<file path="config.mk">
export PLATFORM = sky130hd
export DESIGN_NAME = smi_front
export DESIGN_NICKNAME = d
export VERILOG_FILES = /design/src/hdl/smi_pkg.sv /design/src/hdl/smi_front.sv
export SDC_FILE = /design/constraint.sdc
export NUM_CORES = 1
export LEC_CHECK = 0
export ABC_AREA = 1
export BUFFER_PORTS_ARGS = -buffer_cell sky130_fd_sc_hd__buf_2
export CORE_MARGIN = 3
export CORE_UTILIZATION = 25
export DETAILED_ROUTE_END_ITERATION = 8
export SLEW_MARGIN = 25
export SYNTH_ARGS = -nofsm -noshare
export SYNTH_HDL_FRONTEND = slang
export SYNTH_SLANG_ARGS = --single-unit
</file>
<file path="constraint.sdc">
create_clock -name aclk -period 3.3 [get_ports aclk]
set_input_delay 0 -clock aclk [delete_from_list [all_inputs] [get_ports aclk]]
set_output_delay 0 -clock aclk [all_outputs]
set_load 0.05 [all_outputs]
</file>
<file path="src/hdl/smi_pkg.sv">
// Package for the small matrix inverse block: job descriptor, sequencer states,
// widths and the permutation table used for determinant terms.
// No dependencies.
`default_nettype none
package smi_pkg;

    localparam int MAX_SIZE    = 4;
    localparam int STORE_DEPTH = MAX_SIZE * MAX_SIZE;
    localparam int ADDR_W      = 4;
    localparam int CNT_W       = 5;
    localparam int ELEM_W      = 32;
    localparam int PROD_W      = 128;
    localparam int ACC_W       = 136;
    localparam int DIV_STEPS   = 136;
    localparam logic [2:0] NO_EXCL = 3'd4;

    // One queued matrix job: the clamped size
    typedef struct packed {
        logic [2:0] size;
    } job_t;

    typedef enum logic [3:0] {
        B_IDLE,
        B_FETCH,
        B_LOAD,
        B_MUL,
        B_ACC,
        B_DETFIN,
        B_MINOR,
        B_ABS,
        B_NUM,
        B_DIV,
        B_SAT,
        B_EMIT
    } back_state_t;

    // Number of permutation terms of an m x m determinant
    function automatic logic [4:0] fact(input logic [2:0] m);
        case (m)
            3'd1:    fact = 5'd1;
            3'd2:    fact = 5'd2;
            3'd3:    fact = 5'd6;
            default: fact = 5'd24;
        endcase
    endfunction

    // Permutations of four ordered so that the first m! of them permute only
    // the first m positions. Result: {odd parity, p3, p2, p1, p0}.
    function automatic logic [8:0] perm_entry(input logic [4:0] k);
        case (k)
            5'd0:    perm_entry = {1'b0, 2'd3, 2'd2, 2'd1, 2'd0};
            5'd1:    perm_entry = {1'b1, 2'd3, 2'd2, 2'd0, 2'd1};
            5'd2:    perm_entry = {1'b1, 2'd3, 2'd1, 2'd2, 2'd0};
            5'd3:    perm_entry = {1'b0, 2'd3, 2'd0, 2'd2, 2'd1};
            5'd4:    perm_entry = {1'b0, 2'd3, 2'd1, 2'd0, 2'd2};
            5'd5:    perm_entry = {1'b1, 2'd3, 2'd0, 2'd1, 2'd2};
            5'd6:    perm_entry = {1'b1, 2'd0, 2'd2, 2'd1, 2'd3};
            5'd7:    perm_entry = {1'b0, 2'd0, 2'd2, 2'd3, 2'd1};
            5'd8:    perm_entry = {1'b0, 2'd0, 2'd1, 2'd2, 2'd3};
            5'd9:    perm_entry = {1'b1, 2'd0, 2'd3, 2'd2, 2'd1};
            5'd10:   perm_entry = {1'b1, 2'd0, 2'd1, 2'd3, 2'd2};
            5'd11:   perm_entry = {1'b0, 2'd0, 2'd3, 2'd1, 2'd2};
            5'd12:   perm_entry = {1'b1, 2'd1, 2'd2, 2'd3, 2'd0};
            5'd13:   perm_entry = {1'b0, 2'd1, 2'd2, 2'd0, 2'd3};
            5'd14:   perm_entry = {1'b0, 2'd1, 2'd3, 2'd2, 2'd0};
            5'd15:   perm_entry = {1'b1, 2'd1, 2'd0, 2'd2, 2'd3};
            5'd16:   perm_entry = {1'b1, 2'd1, 2'd3, 2'd0, 2'd2};
            5'd17:   perm_entry = {1'b0, 2'd1, 2'd0, 2'd3, 2'd2};
            5'd18:   perm_entry = {1'b1, 2'd2, 2'd3, 2'd1, 2'd0};
            5'd19:   perm_entry = {1'b0, 2'd2, 2'd3, 2'd0, 2'd1};
            5'd20:   perm_entry = {1'b0, 2'd2, 2'd1, 2'd3, 2'd0};
            5'd21:   perm_entry = {1'b1, 2'd2, 2'd0, 2'd3, 2'd1};
            5'd22:   perm_entry = {1'b1, 2'd2, 2'd1, 2'd0, 2'd3};
            default: perm_entry = {1'b0, 2'd2, 2'd0, 2'd1, 2'd3};
        endcase
    endfunction

endpackage
`default_nettype wire

</file>
<file path="src/hdl/smi_front.sv">
// Front end: accepts matrix elements, keeps them in the element store and
// queues a job on the last element. Depends on smi_pkg.
`default_nettype none
module smi_front import smi_pkg::*; (
    input  wire logic              aclk,
    input  wire logic              aresetn,
    input  wire logic              s_tvalid,
    output logic                   s_tready,
    input  wire logic [31:0]       s_tdata,
    input  wire logic              s_tlast,
    input  wire logic [2:0]        size_cfg,
    output logic                   push,
    output job_t                   push_job,
    input  wire logic              done,
    input  wire logic [ADDR_W-1:0] rd_addr,
    output logic [ELEM_W-1:0]      rd_data
);

    logic [ELEM_W-1:0] store [STORE_DEPTH];
    logic [CNT_W-1:0]  count_reg, count_next;
    logic              hold_reg, hold_next;
    logic              accept;

    assign s_tready = !hold_reg;
    assign accept   = s_tvalid && s_tready;
    assign push     = accept && s_tlast;

    // Clamp the size at the moment the job is queued
    always_comb begin
        if (size_cfg < 3'd2) begin
            push_job.size = 3'd2;
        end else if (size_cfg > 3'(MAX_SIZE)) begin
            push_job.size = 3'(MAX_SIZE);
        end else begin
            push_job.size = size_cfg;
        end
    end

    // Count elements, hold off input until the job is finished
    always_comb begin
        count_next = count_reg;
        hold_next  = hold_reg;
        if (accept) begin
            if (s_tlast) begin
                count_next = '0;
                hold_next  = 1'b1;
            end else if (count_reg < CNT_W'(STORE_DEPTH)) begin
                count_next = count_reg + 1'b1;
            end
        end
        if (done) begin
            hold_next = 1'b0;
        end
    end

    always_ff @(posedge aclk) begin
        if (!aresetn) begin
            count_reg <= '0;
            hold_reg  <= 1'b0;
        end else begin
            count_reg <= count_next;
            hold_reg  <= hold_next;
        end
    end

    // Element store: write on transfer, registered read for the back end
    always_ff @(posedge aclk) begin
        if (accept && count_reg < CNT_W'(STORE_DEPTH)) begin
            store[count_reg[ADDR_W-1:0]] <= s_tdata;
        end
        rd_data <= store[rd_addr];
    end

endmodule
`default_nettype wire

</file>
# Word-level counts from Yosys, hierarchy flattened
# Memory sizes are Yosys's and may differ from the RTL's. A register that Yosys moved wholly into a read port is not among the register bits.
# Index checks and enable logic that the tools add are counted.
# W data, S select, Z words.
# totals
ramBits,512
elab_cells,22
memories,1
in_bits,44
output_inout_bits,37
register_bits,6
# mem_list
name,depth,width,read_ports,rd_ports_with_merged_regs,wr,line_no,rtl
store,16,32,1,1,1,smi_front.sv:19,logic [ELEM_W-1:0] store [STORE_DEPTH];
# op_classes
n_mux,6
order_cmp,3
addsub,1
reduce_logical,8
n_bitwise,1
# ops
operator,count
$mux W5,2
$mux W3,2
$add A5 B1 Y5 const B,1
$lt A5 B5 Y1 const B,1
$reduce_and A2 Y1,2
$gt A3 B3 Y1 const B,1
$logic_and A1 B1 Y1,3
$lt A3 B2 Y1 const B,1
$mux W1,2
$reduce_bool A2 Y1,1
$reduce_or A2 Y1,1
$logic_not A1 Y1,1
$not A1 Y1,1

# Logic depth before layout (Yosys ltp)
# depth
word_depth,5
depth_mapped,10
depth_no_buf,7

# Worst setup path after synthesis
# OpenSTA, ideal clock, no wires.
# synth_path
path_kind,flip-flop to flip-flop
startpoint,register hold_reg
endpoint,"memory store[0][0], enable pin"
synth_period_minus_slack_ps,2536
stages_incl_launch_ff,6
arrival_ps,2115
setup_slack_ps,764
setup_time_ps,421
required_ps,2879
path_buffers,0
path_cell_list,dfxtp_1 -> nor2_1 -> nand2_1 -> inv_1 -> nand2_1 -> nor2_1
# synth_via
elab_chain_cells,5
# synth_lines
item,line_no,rtl
start: declaration,smi_front.sv:21,"logic hold_reg, hold_next;"
start signal: assignment,smi_front.sv:62,hold_reg <= hold_next;
$logic_not A1 Y1,smi_front.sv:24,assign s_tready = !hold_reg;
$logic_and A1 B1 Y1,smi_front.sv:25,assign accept = s_tvalid && s_tready;
$logic_and A1 B1 Y1,smi_front.sv:68,if (accept && count_reg < CNT_W'(STORE_DEPTH)) begin
$mux W1,smi_front.sv:68,
$mux W1 (not written as such),smi_front.sv:69,store[count_reg[ADDR_W-1:0]] <= s_tdata;
end: declaration,smi_front.sv:19,
# Every way passes these cells.

# Final worst setup path
# layout_path
startpoint,register hold_reg
endpoint,"memory store[14][24], enable pin"
# Same word-level chain as after synthesis.

==> impl_metrics.json <==
{
  "cts_sinks": 550,
  "final_common_cell": "nand2_1",
  "grtUsageMet3": 0.0169,
  "use_met2": 0.204,
  "layout_min_cycle_time_ns": 2.36,
  "io_buffers": 80,
  "worstPathArrival_ns": 2.64,
  "die_w_um": 310,
  "fmax_mhz": 424,
  "synth_area_leaders": "edfxtp_1 67%, nand2_1 11%, nand3_1 8.4%, inv_1 6.5%, dfxtp_1 3.3%",
  "final_cell_mix": "690 x nand2_1, 512 x edfxtp_1, 396 x inv_1",
  "timing.hold.worst_path_depth": 4,
  "final_nets": 2317,
  "irDropWorstVdd_mv": 0.438,
  "max_slew.worst_pin.slew_ns": 0.965,
  "pin_count": 81,
  "seq_area_frac_synth": 0.700,
  "fp.dieH_um": 310,
  "yosys.area.top_type": "edfxtp_1",
  "setup_slack_ns": 0.943,
  "p_per_area_mw_per_mm2": 555,
  "largest_reg_flops": 512,
  "numCtsBuffers": 54,
  "netlist_area_mm2": 0.0230,
  "drive_gt1_frac": 0.0947,
  "postPlaceCellArea_mm2": 0.0248,
  "skew_ns": 0.0381,
  "min_period_over_period": 0.714,
  "antenna_found_initial": 0,
  "die-area_mm2": 0.0959,
  "cts_tree": "built",
  "busiest_layer": "met2",
  "cts.root.buffer_cell": "clkbuf_16",
  "gp_congestion": 0.747,
  "final-hold-violation-count": 0,
  "p_leak_nw": 11.2,
  "final_util": 0.297,
  "status": "finished clean",
  "grt_max_degree": 120,
  "drc": 0,
  "relSlewSlack": 0.357,
  "hold_path_class": "primary input to flip-flop",
  "clkSlewWorstSetupHoldPaths_ns": 0.06,
  "grt-ovfl-total": 0,
  "htree_num_levels": 2,
  "synth_top_area_frac": 0.667,
  "rsz0062_at_grt": "no",
  "viasPerCell": 4.23,
  "fin_area_mm2": 0.0269,
  "cts_buffer_depth": 3,
  "worstSkewPairLatency_ns": 0.61,
  "avgSynthCellArea_um2": 10.6,
  "fin_setup_tns_ns": 0,
  "dr.pass1.iters": 5,
  "drv_cap": 0,
  "critical_path.max_fanout": 17,
  "cp.required_ns": 3.58,
  "diodes": 0,
  "coreArea_mm2": 0.0907,
  "synthCells": 2165,
  "synth_seq_cells": 550,
  "grt_pass1_wl_mm": 86.6,
  "post_cts_resized": 0,
  "path_class": "flip-flop to flip-flop",
  "wl_per_cell_um": 16.6,
  "hpwlAfterDp_mm": 34.4,
  "cp-start-kind": "flip-flop",
  "grt_usage": 0.119,
  "syn_to_final_growth_pct": 16.8,
  "reg2regPathDepth": 6,
  "pre_cts_slack_ns": 0.964,
  "initial_core_util": 0.254,
  "finalWirelength_mm": 57.7,
  "postSynthNetCount": 2213,
  "drv_slew": 0,
  "yosys_warnings": 0,
  "rows": 110,
  "drt-initial-drc-count": 1307,
  "drtAntennaViolNets": 0,
  "grt_util_met1": 0.157,
  "synthDistinctLibCells": 19,
  "grt_pass1_vias": 14095,
  "setup_violations": 0,
  "vias": 14746,
  "cp-end-kind": "flip-flop"
}
[critical path, cell delays in order (launching register included)]
cell and delay (ns):
dfxtp_1 0.31, nor2_1 0.21, nand2_1 0.15, inv_1 0.18, nand2_1 0.26, nor2_4 0.52, buf_4 0.39
[cell type report]
cell class / instances / area [um^2]
fillers: 9131 / 63800
flip-flops and latches: 550 / 16100
multi-input cells: 1109 / 4820
clock buffers: 76 / 1540
inverters: 400 / 1510
well taps: 1176 / 1470
repair buffers: 154 / 1220
clock inverters: 23 / 224
[through the flow]
stage,hold WS (ns),std cells,power [mW]
6_report,0.0387,3488,15.0
5_1_grt,0.0554,3488,15.5
4_1_cts,0.0115,3488,15.1
3_5_place_dp,0.231,3352,8.93
3_3_place_gp,0.230,3352,8.92
2_1_floorplan,0.0784,2165,8.53
[metal layers]
metal	up-vias	part of all wire
met4	0	0.020
met3	79	0.048
met1	7099	0.44
li1	7184	-
met2	384	0.49
met5	-	0
[cells in the mapped netlist]
cell type,instances
ha_1,4
nand2_1,690
inv_1,398
edfxtp_1,512
dfxtp_1,38
buf_4,5
inv_4,1
clkbuf_1,12
inv_2,1
buf_1,12
a211oi_1,1
a21oi_1,5
buf_8,1
buf_2,47
buf_6,29
nor2_1,19
nor3_1,1
nand3b_1,2
nand3_1,387
[power by group]
part / internal [mW] / switching, mW / total [mW] / leakage (nW)
Combinational: 0.260 / 0.782 / 1.04 / 5.38
Clock: 3.55 / 2.62 / 6.16 / 0.869
Sequential: 7.71 / 0.0356 / 7.75 / 4.94
[cells by family (layout without fill, tap and decap cells)]
kind of cell | Yosys count | count (layout) | share of synthesized area
AOI/OAI and AO/OA | 6 | 6 | 0.00141
adders and majority gates | 4 | 4 | 0.00217
and+or+nand+nor | 1099 | 1099 | 0.200
buffers and inverters | 506 | 653 | 0.0958
DFF | 550 | 550 | 0.700
[final timing paths]
check	end	start	slack (ns)
max	store[14][24]	hold_reg	0.94
min	count_reg[4]	s_tlast	0.04
max reg2reg	store[14][24]	hold_reg	0.94
min reg2reg	count_reg[4]	count_reg[4]	0.46
[what timing repair did]
item / 4_1_cts / 5_1_grt
buffers inserted: 0 / 0
hold buffers: 37 / 0
endpoints found under the hold margin: 526 / 0
Note: power is estimated with default switching activity, not from simulation.
