File: config.mk
export PLATFORM = sky130hd
export DESIGN_NAME = smi_job_fifo
export DESIGN_NICKNAME = d
export VERILOG_FILES = /design/src/hdl/smi_pkg.sv /design/src/hdl/smi_job_fifo.sv
export SDC_FILE = /design/constraint.sdc
export NUM_CORES = 1
export LEC_CHECK = 0
export BUFFER_PORTS_ARGS = -buffer_cell sky130_fd_sc_hd__buf_2
export CORE_AREA = 3 3 40 42
export CTS_CLUSTER_DIAMETER = 30
export CTS_CLUSTER_SIZE = 14
export DETAILED_ROUTE_END_ITERATION = 8
export DIE_AREA = 0 0 43 45
export MAX_ROUTING_LAYER = met4
export PLACE_DENSITY_LB_ADDON = 0.05
export SETUP_SLACK_MARGIN = 0.4
export SLEW_MARGIN = 5
export SYNTH_ARGS = -nofsm -noshare
export SYNTH_HDL_FRONTEND = slang
export SYNTH_SLANG_ARGS = --single-unit
File: constraint.sdc
create_clock -name aclk -period 4 [get_ports aclk]
set_clock_uncertainty 0.1 [all_clocks]
set_input_delay 0 -clock aclk [delete_from_list [all_inputs] [get_ports aclk]]
set_output_delay 0 -clock aclk [all_outputs]
set_load 0.02 [all_outputs]
File: src/hdl/smi_pkg.sv
// Package for the small matrix inverse block: job descriptor, sequencer states,
// widths and the permutation table used for determinant terms.
// No dependencies.
`default_nettype none
package smi_pkg;

    localparam int MAX_SIZE    = 4;
    localparam int STORE_DEPTH = MAX_SIZE * MAX_SIZE;
    localparam int ADDR_W      = 4;
    localparam int CNT_W       = 5;
    localparam int ELEM_W      = 32;
    localparam int PROD_W      = 128;
    localparam int ACC_W       = 136;
    localparam int DIV_STEPS   = 136;
    localparam logic [2:0] NO_EXCL = 3'd4;

    // One queued matrix job: the clamped size
    typedef struct packed {
        logic [2:0] size;
    } job_t;

    typedef enum logic [3:0] {
        B_IDLE,
        B_FETCH,
        B_LOAD,
        B_MUL,
        B_ACC,
        B_DETFIN,
        B_MINOR,
        B_ABS,
        B_NUM,
        B_DIV,
        B_SAT,
        B_EMIT
    } back_state_t;

    // Number of permutation terms of an m x m determinant
    function automatic logic [4:0] fact(input logic [2:0] m);
        case (m)
            3'd1:    fact = 5'd1;
            3'd2:    fact = 5'd2;
            3'd3:    fact = 5'd6;
            default: fact = 5'd24;
        endcase
    endfunction

    // Permutations of four ordered so that the first m! of them permute only
    // the first m positions. Result: {odd parity, p3, p2, p1, p0}.
    function automatic logic [8:0] perm_entry(input logic [4:0] k);
        case (k)
            5'd0:    perm_entry = {1'b0, 2'd3, 2'd2, 2'd1, 2'd0};
            5'd1:    perm_entry = {1'b1, 2'd3, 2'd2, 2'd0, 2'd1};
            5'd2:    perm_entry = {1'b1, 2'd3, 2'd1, 2'd2, 2'd0};
            5'd3:    perm_entry = {1'b0, 2'd3, 2'd0, 2'd2, 2'd1};
            5'd4:    perm_entry = {1'b0, 2'd3, 2'd1, 2'd0, 2'd2};
            5'd5:    perm_entry = {1'b1, 2'd3, 2'd0, 2'd1, 2'd2};
            5'd6:    perm_entry = {1'b1, 2'd0, 2'd2, 2'd1, 2'd3};
            5'd7:    perm_entry = {1'b0, 2'd0, 2'd2, 2'd3, 2'd1};
            5'd8:    perm_entry = {1'b0, 2'd0, 2'd1, 2'd2, 2'd3};
            5'd9:    perm_entry = {1'b1, 2'd0, 2'd3, 2'd2, 2'd1};
            5'd10:   perm_entry = {1'b1, 2'd0, 2'd1, 2'd3, 2'd2};
            5'd11:   perm_entry = {1'b0, 2'd0, 2'd3, 2'd1, 2'd2};
            5'd12:   perm_entry = {1'b1, 2'd1, 2'd2, 2'd3, 2'd0};
            5'd13:   perm_entry = {1'b0, 2'd1, 2'd2, 2'd0, 2'd3};
            5'd14:   perm_entry = {1'b0, 2'd1, 2'd3, 2'd2, 2'd0};
            5'd15:   perm_entry = {1'b1, 2'd1, 2'd0, 2'd2, 2'd3};
            5'd16:   perm_entry = {1'b1, 2'd1, 2'd3, 2'd0, 2'd2};
            5'd17:   perm_entry = {1'b0, 2'd1, 2'd0, 2'd3, 2'd2};
            5'd18:   perm_entry = {1'b1, 2'd2, 2'd3, 2'd1, 2'd0};
            5'd19:   perm_entry = {1'b0, 2'd2, 2'd3, 2'd0, 2'd1};
            5'd20:   perm_entry = {1'b0, 2'd2, 2'd1, 2'd3, 2'd0};
            5'd21:   perm_entry = {1'b1, 2'd2, 2'd0, 2'd3, 2'd1};
            5'd22:   perm_entry = {1'b1, 2'd2, 2'd1, 2'd0, 2'd3};
            default: perm_entry = {1'b0, 2'd2, 2'd0, 2'd1, 2'd3};
        endcase
    endfunction

endpackage
`default_nettype wire

File: src/hdl/smi_job_fifo.sv
// Two-entry queue of matrix jobs between front and back end.
// Depends on smi_pkg.
`default_nettype none
module smi_job_fifo import smi_pkg::*; (
    input  wire logic aclk,
    input  wire logic aresetn,
    input  wire logic push,
    input  wire job_t push_job,
    input  wire logic pop,
    output logic      not_empty,
    output job_t      head_job
);

    job_t       slot_reg [2];
    logic       wr_ptr_reg, rd_ptr_reg;
    logic [1:0] fill_reg;

    assign not_empty = fill_reg != 2'd0;
    assign head_job  = slot_reg[rd_ptr_reg];

    // Advance pointers and fill level
    always_ff @(posedge aclk) begin
        if (!aresetn) begin
            wr_ptr_reg <= 1'b0;
            rd_ptr_reg <= 1'b0;
            fill_reg   <= 2'd0;
        end else begin
            if (push && fill_reg != 2'd2) begin
                wr_ptr_reg <= !wr_ptr_reg;
            end
            if (pop && not_empty) begin
                rd_ptr_reg <= !rd_ptr_reg;
            end
            if ((push && fill_reg != 2'd2) && !(pop && not_empty)) begin
                fill_reg <= fill_reg + 2'd1;
            end else if (!(push && fill_reg != 2'd2) && (pop && not_empty)) begin
                fill_reg <= fill_reg - 2'd1;
            end
        end
    end

    always_ff @(posedge aclk) begin
        if (push && fill_reg != 2'd2) begin
            slot_reg[wr_ptr_reg] <= push_job;
        end
    end

endmodule
`default_nettype wire

---- Yosys cells after proc, flatten, opt, wreduce, memory -nomap -nowiden ----
Memories as Yosys holds them, arrays and structs flattened. A register that Yosys moved wholly into a read port is not among the register bits.
Cells that the tools add are included.
word-level totals
  flip-flop bits (word level) ............. 4
  bits in writable memories ............... 6
  input bits .............................. 7
  output and inout port bits .............. 4
  word-level logic and storage cells ...... 23
  memories kept ........................... 1
memory list
  name      depth  bits a word  rd ports  clocked after memory_dff  write ports  line                source
  slot_reg  2      3            1         1                         1            smi_job_fifo.sv:14  job_t slot_reg [2];
operators by class
  add/sub/neg operators ................... 2
  equality and inequality tests ........... 1
  muxes and demuxes ....................... 6
  reduce and logical (&&, ||, !) cells .... 10
operators with widths
  kind                   number
  $logic_and A1 B1 Y1    4
  $logic_not A1 Y1       4
  $mux W1                4
  $mux W2                2
  $reduce_bool A2 Y1     2
  $add A2 B1 Y2 const B  1
  $ne A2 B2 Y1 const B   1
  $sub A2 B1 Y2 const B  1

---- Logic depth before layout (Yosys ltp) ----
  depth after elaboration ................. 6
  gate-level depth with buffers ........... 7
  gate-level depth less buffers ........... 7

---- Worst setup path after synthesis ----
No wires, ideal clock.
  kind .................................... register -> register
  start ................................... register fill_reg[0]
  end ..................................... register fill_reg[1]
  arrival ................................. 1.405 ns
  required time ........................... 3.830 ns
  path slack .............................. 2.426 ns
  cell stages (with the launch flop) ...... 7
  path buffers ............................ 0
  period minus slack after synthesis ...... 1.574 ns
  path through ............................ dfxtp_1 > nand2b_1 > nand2_1 > inv_1 > ha_1 > or3_1 > a21oi_1
between the ends
  word-level cells in the longest chain between the ends .. 5
ends and longest elaborated chain
  what                                                                   line                source
  start, declared                                                        smi_job_fifo.sv:16  logic [1:0] fill_reg;
  start signal, assigned                                                 smi_job_fifo.sv:35  fill_reg <= fill_reg + 2'd1;
  start signal, assigned                                                 smi_job_fifo.sv:37  fill_reg <= fill_reg - 2'd1;
  parallel branches: the longest is 5 deep, another holds $sub A2 B1 Y2  n/a
Several ways; the timed one is not identified. The select of a mux whose other input is x is not followed.
A chain may end at the register's enable or synchronous reset.

---- Worst setup path in the final report ----
Ends and elaborated chain as after synthesis.

==> flow_results.org <==
** Synthesis
- For this run, the register share of the synthesized area comes to between 60 and 70%.
- Dominant cells by area after synthesis :: sky130_fd_sc_hd__edfxtp_1, sky130_fd_sc_hd__dfxtp_1, sky130_fd_sc_hd__mux2_2, sky130_fd_sc_hd__xor2_1, sky130_fd_sc_hd__inv_1
- Dominant cell type by area after synthesis :: sky130_fd_sc_hd__edfxtp_1
- Cell count after synthesis :: 36
- Per-instance average area after synthesis :: about 12 µm²
- The mapped netlist covers 437.9 µm².
- For this run, the number of Yosys warnings is 0.
- In this run, distinct cell masters in the synthesized netlist total 15.
- Synthesized net count :: 44
- Synth top area share :: just over 40%
- After synthesis the netlist holds a flip-flop and latch count of 11.

** Drt
- In the final routed layout, each cell accounts on average for 9.957 µm.
- The highest metal layer carrying signal wires in the routed design is met4.
- For this run, design rule violations remaining after detail routing come to 0.
- Total via count after detailed routing :: ~320
- M1 wire length :: 271 µm
- Met2 wire len :: between 300 and 400 µm
- After detailed routing, the number of vias per cell comes to approximately 4.5.
- Once detail routing completed, the nets flagged for antenna violations numbered 0.
- Routed WL :: around 700 µm
- Number of iterations in the first detailed-routing pass :: 4
- Detailed Route Iter0 Violations :: 11
- In the detailed route, the total length drawn on met3 is slightly above 30 µm.

** Worst setup path
- Crit path arrival time :: 1.78 ns
- The startpoint identified for the worst register-to-register timing path is fill_reg[0].
- Class of the most critical setup path :: reg2reg
- Critical path, cell by cell :: nand2b_1 -> nand2_1 -> inv_1 -> ha_1 -> or3_1 -> a21oi_1
- STA puts the critical path data required time at between 4 and 5 ns.
- Critical Path Fanout Max :: 5
- The worst setup path is launched from a register.
- The worst setup path is captured at a register.
- Slowest stage delay, CP :: between 0.3 and 0.4 ns
- Critical path's slowest cell :: sky130_fd_sc_hd__or3_1
- Beginning of the critical path :: fill_reg[0]

** Final layout
- The area growth from synthesis to layout is 33.14%.
- Of the cells placed in the final design, the portion with a size suffix greater than 1 is a little under a third.
- 0 antenna diodes ended up in the layout.
- Once layout is complete, the utilization of the core stands at a little under half.
- For this run, the post-layout net count is 64.
- Flip-flop count of the largest register after layout :: 6
- Filler Cells Inserted :: 125

** Global route
- Global routing finished with a remaining overflow of 0.
- Initial antenna violation count :: 0
- Largest net degree at the start of global routing :: 7
- Total global-route track usage :: ~8.7%
- The number of global-route vias before repair was approximately 330.
- First-pass GRT wire length :: between 1000 and 1500 µm

** Pwr
- Internal power :: about 0.00024 W
- The worst-case IR drop observed on VDD is approximately 0.00028 V.
- Of the total power, registers draw a little under half.
- Clock network power share :: 19.6%
- Leakage :: 0.2567 nW
- Switching share of power :: roughly 33%
- For this design the ratio of total power to cell area is between 600 and 700 nW/µm².
- Per report_power, the combinational group accounts for 35.2% of the total.
- Reported net switching power :: about 0.00012 W

** Timing
- Setup repair after global routing left no endpoint under its margin.
- Timing-limited maximum frequency :: a little under 0.6 GHz
- Headroom to the max-slew limit came out at between 80% and 90%.
- Setup violations remaining at the end of the flow were counted as 0.
- The total count of hold-check failures in the final report was 0.
- The number of pins exceeding their max-slew limit in the final report came to 0.
- After routing, the total negative slack on setup checks comes to 0 ns.
- The final critical path takes up between 40% and 50% of the cycle.
- Fin crit period :: 1.688 ns
- At the pin with the least slew margin, the transition time is around 0.28 ns.

** Run status
- The run finished with clean final reports.

** Clock network
- Clock-pin slew was measured on the worst setup and hold paths at approximately 0.060 ns.
- Hold-fix buffers, CTS :: 5
- At the later pin of the worst-skew pair, clock insertion delay measures 0.26 ns.
- The clock passes through at most 2 buffers.
- Maximum level of the CTS H-tree :: 1
- Clk root buf :: sky130_fd_sc_hd__clkbuf_4
- # clock sinks :: 11
- Number of setup buffers added after CTS :: 0
- TritonCTS created 3 clock buffers.
- TritonCTS built the clock tree.
- Post-CTS repair changed the size of 0 cells.

** Hold path
- Min-Delay Path Class :: in2reg
- The startpoint identified for the worst hold timing path is pop.

** Die
- The floorplan step set the die width to 43 µm.
- Overall die height :: 45 µm
- 11 I/O pins were placed.
- The core region is 1285 µm².
- Starting Density :: roughly 34%
- The die covers about 1900 µm².
- Number of core rows :: 13

** Place
- Port Buf Inserts :: 10
- Routability cong. :: 0.6849
- HPWL Detailed :: 550.6 µm

** Flow run
- The tool flagged a number of max-cap violations equal to 0.
[synthesized netlist by cell type]
cell and n:
sky130_fd_sc_hd__nand3_1 1, sky130_fd_sc_hd__xor2_1 3, sky130_fd_sc_hd__nand2b_1 1, sky130_fd_sc_hd__nand2_1 1, sky130_fd_sc_hd__ha_1 1, sky130_fd_sc_hd__nor2_1 4
sky130_fd_sc_hd__dfxtp_1 5, sky130_fd_sc_hd__mux2_2 3, sky130_fd_sc_hd__or2_2 1, sky130_fd_sc_hd__inv_1 4, sky130_fd_sc_hd__a21oi_1 2, sky130_fd_sc_hd__a21o_1 1
sky130_fd_sc_hd__o21ai_0 2, sky130_fd_sc_hd__edfxtp_1 6, sky130_fd_sc_hd__or3_1 1
[path summary, 6_finish.rpt]
path                                     to  slack, ns  cells past startpoint
worst min-delay path               register       0.06                      4
worst min register to register     register       0.41                      2
worst max register to register  fill_reg[1]       2.31                      6
worst max-delay path            fill_reg[1]       2.31                      6
[cells in the final DEF, fill, tap and decap left out, drive strengths merged]
master	count
nand2	1
dlygate4sd3	5
or3	1
nand3	1
or2	1
a21oi	2
edfxtp	6
ha	1
a21o	1
buf	10
inv	4
o21ai	2
nand2b	1
xor2	3
nor2	4
mux2	3
clkbuf	4
dfxtp	5
[area by class of cell]
class / count / area, µm² / share of cell area (%)
inverter: 4 / 15.01 / 2.575
timing repair buffer: 15 / 100.1 / 17.17
clock buffer: 4 / 26.28 / 4.506
sequential: 11 / 280.3 / 48.07
multi-input combinational: 21 / 142.6 / 24.46
tap: 15 / 18.77 / 3.219
[power groups by stage]
stage | sequential [W] | combinational [W] | clock [W]
final | 0.000163 | 0.000127 | 0.0000705
after detailed placement | 0.000166 | 0.000122 | 0
after floorplan | 0.000162 | 0.0000942 | 0
after CTS | 0.000164 | 0.000128 | 0.0000742
after global routing | 0.000167 | 0.000142 | 0.0000808
after global placement | 0.000165 | 0.000119 | 0
[worst max-delay path, delay by kind of cell (launching register included)]
family                   cells  cell delay [ns]
adder cells (fa/ha/maj)      1             0.32
flip-flops                   1             0.34
AO/OA/AOI/OAI                1             0.15
AND/OR/NAND/NOR              3             0.66
buffers and inverters        1             0.05
[kinds of logic (layout without fill, tap and decap cells)]
group | Yosys count | in the layout | share of synthesized area, %
simple gates | 9 | 9 | 9.714
buf+inv | 4 | 23 | 3.428
mux | 3 | 3 | 7.714
compound gates | 5 | 5 | 6.287
xor+xnor | 3 | 3 | 6.001
flops | 11 | 11 | 64.00
fa+ha+maj | 1 | 1 | 2.857
[metrics by stage]
| stage | hold WS (ns) | setup slack [ns] | std cells | area (µm²) | total power (W) |
|---|---|---|---|---|---|
| after floorplan | -0.001131 | 2.426 | 36 | 437.9 | 0.0002561 |
| after global placement | 0.08904 | 2.369 | 61 | 506.7 | 0.0002834 |
| after detailed placement | 0.09371 | 2.316 | 61 | 506.7 | 0.0002883 |
| after CTS | 0.06199 | 2.285 | 70 | 583.1 | 0.0003653 |
| after global routing | 0.1058 | 2.185 | 70 | 583.1 | 0.0003897 |
| final | 0.06439 | 2.312 | 70 | 583.1 | 0.0003607 |
[routing by layer]
metal	GRT usage, %	vias up
met4	7.229	0
met1	7.789	145
li1	-	161
met5	-	-
met2	16.17	7
met3	1.195	2
No activity file was read; power rests on OpenSTA's default activity.
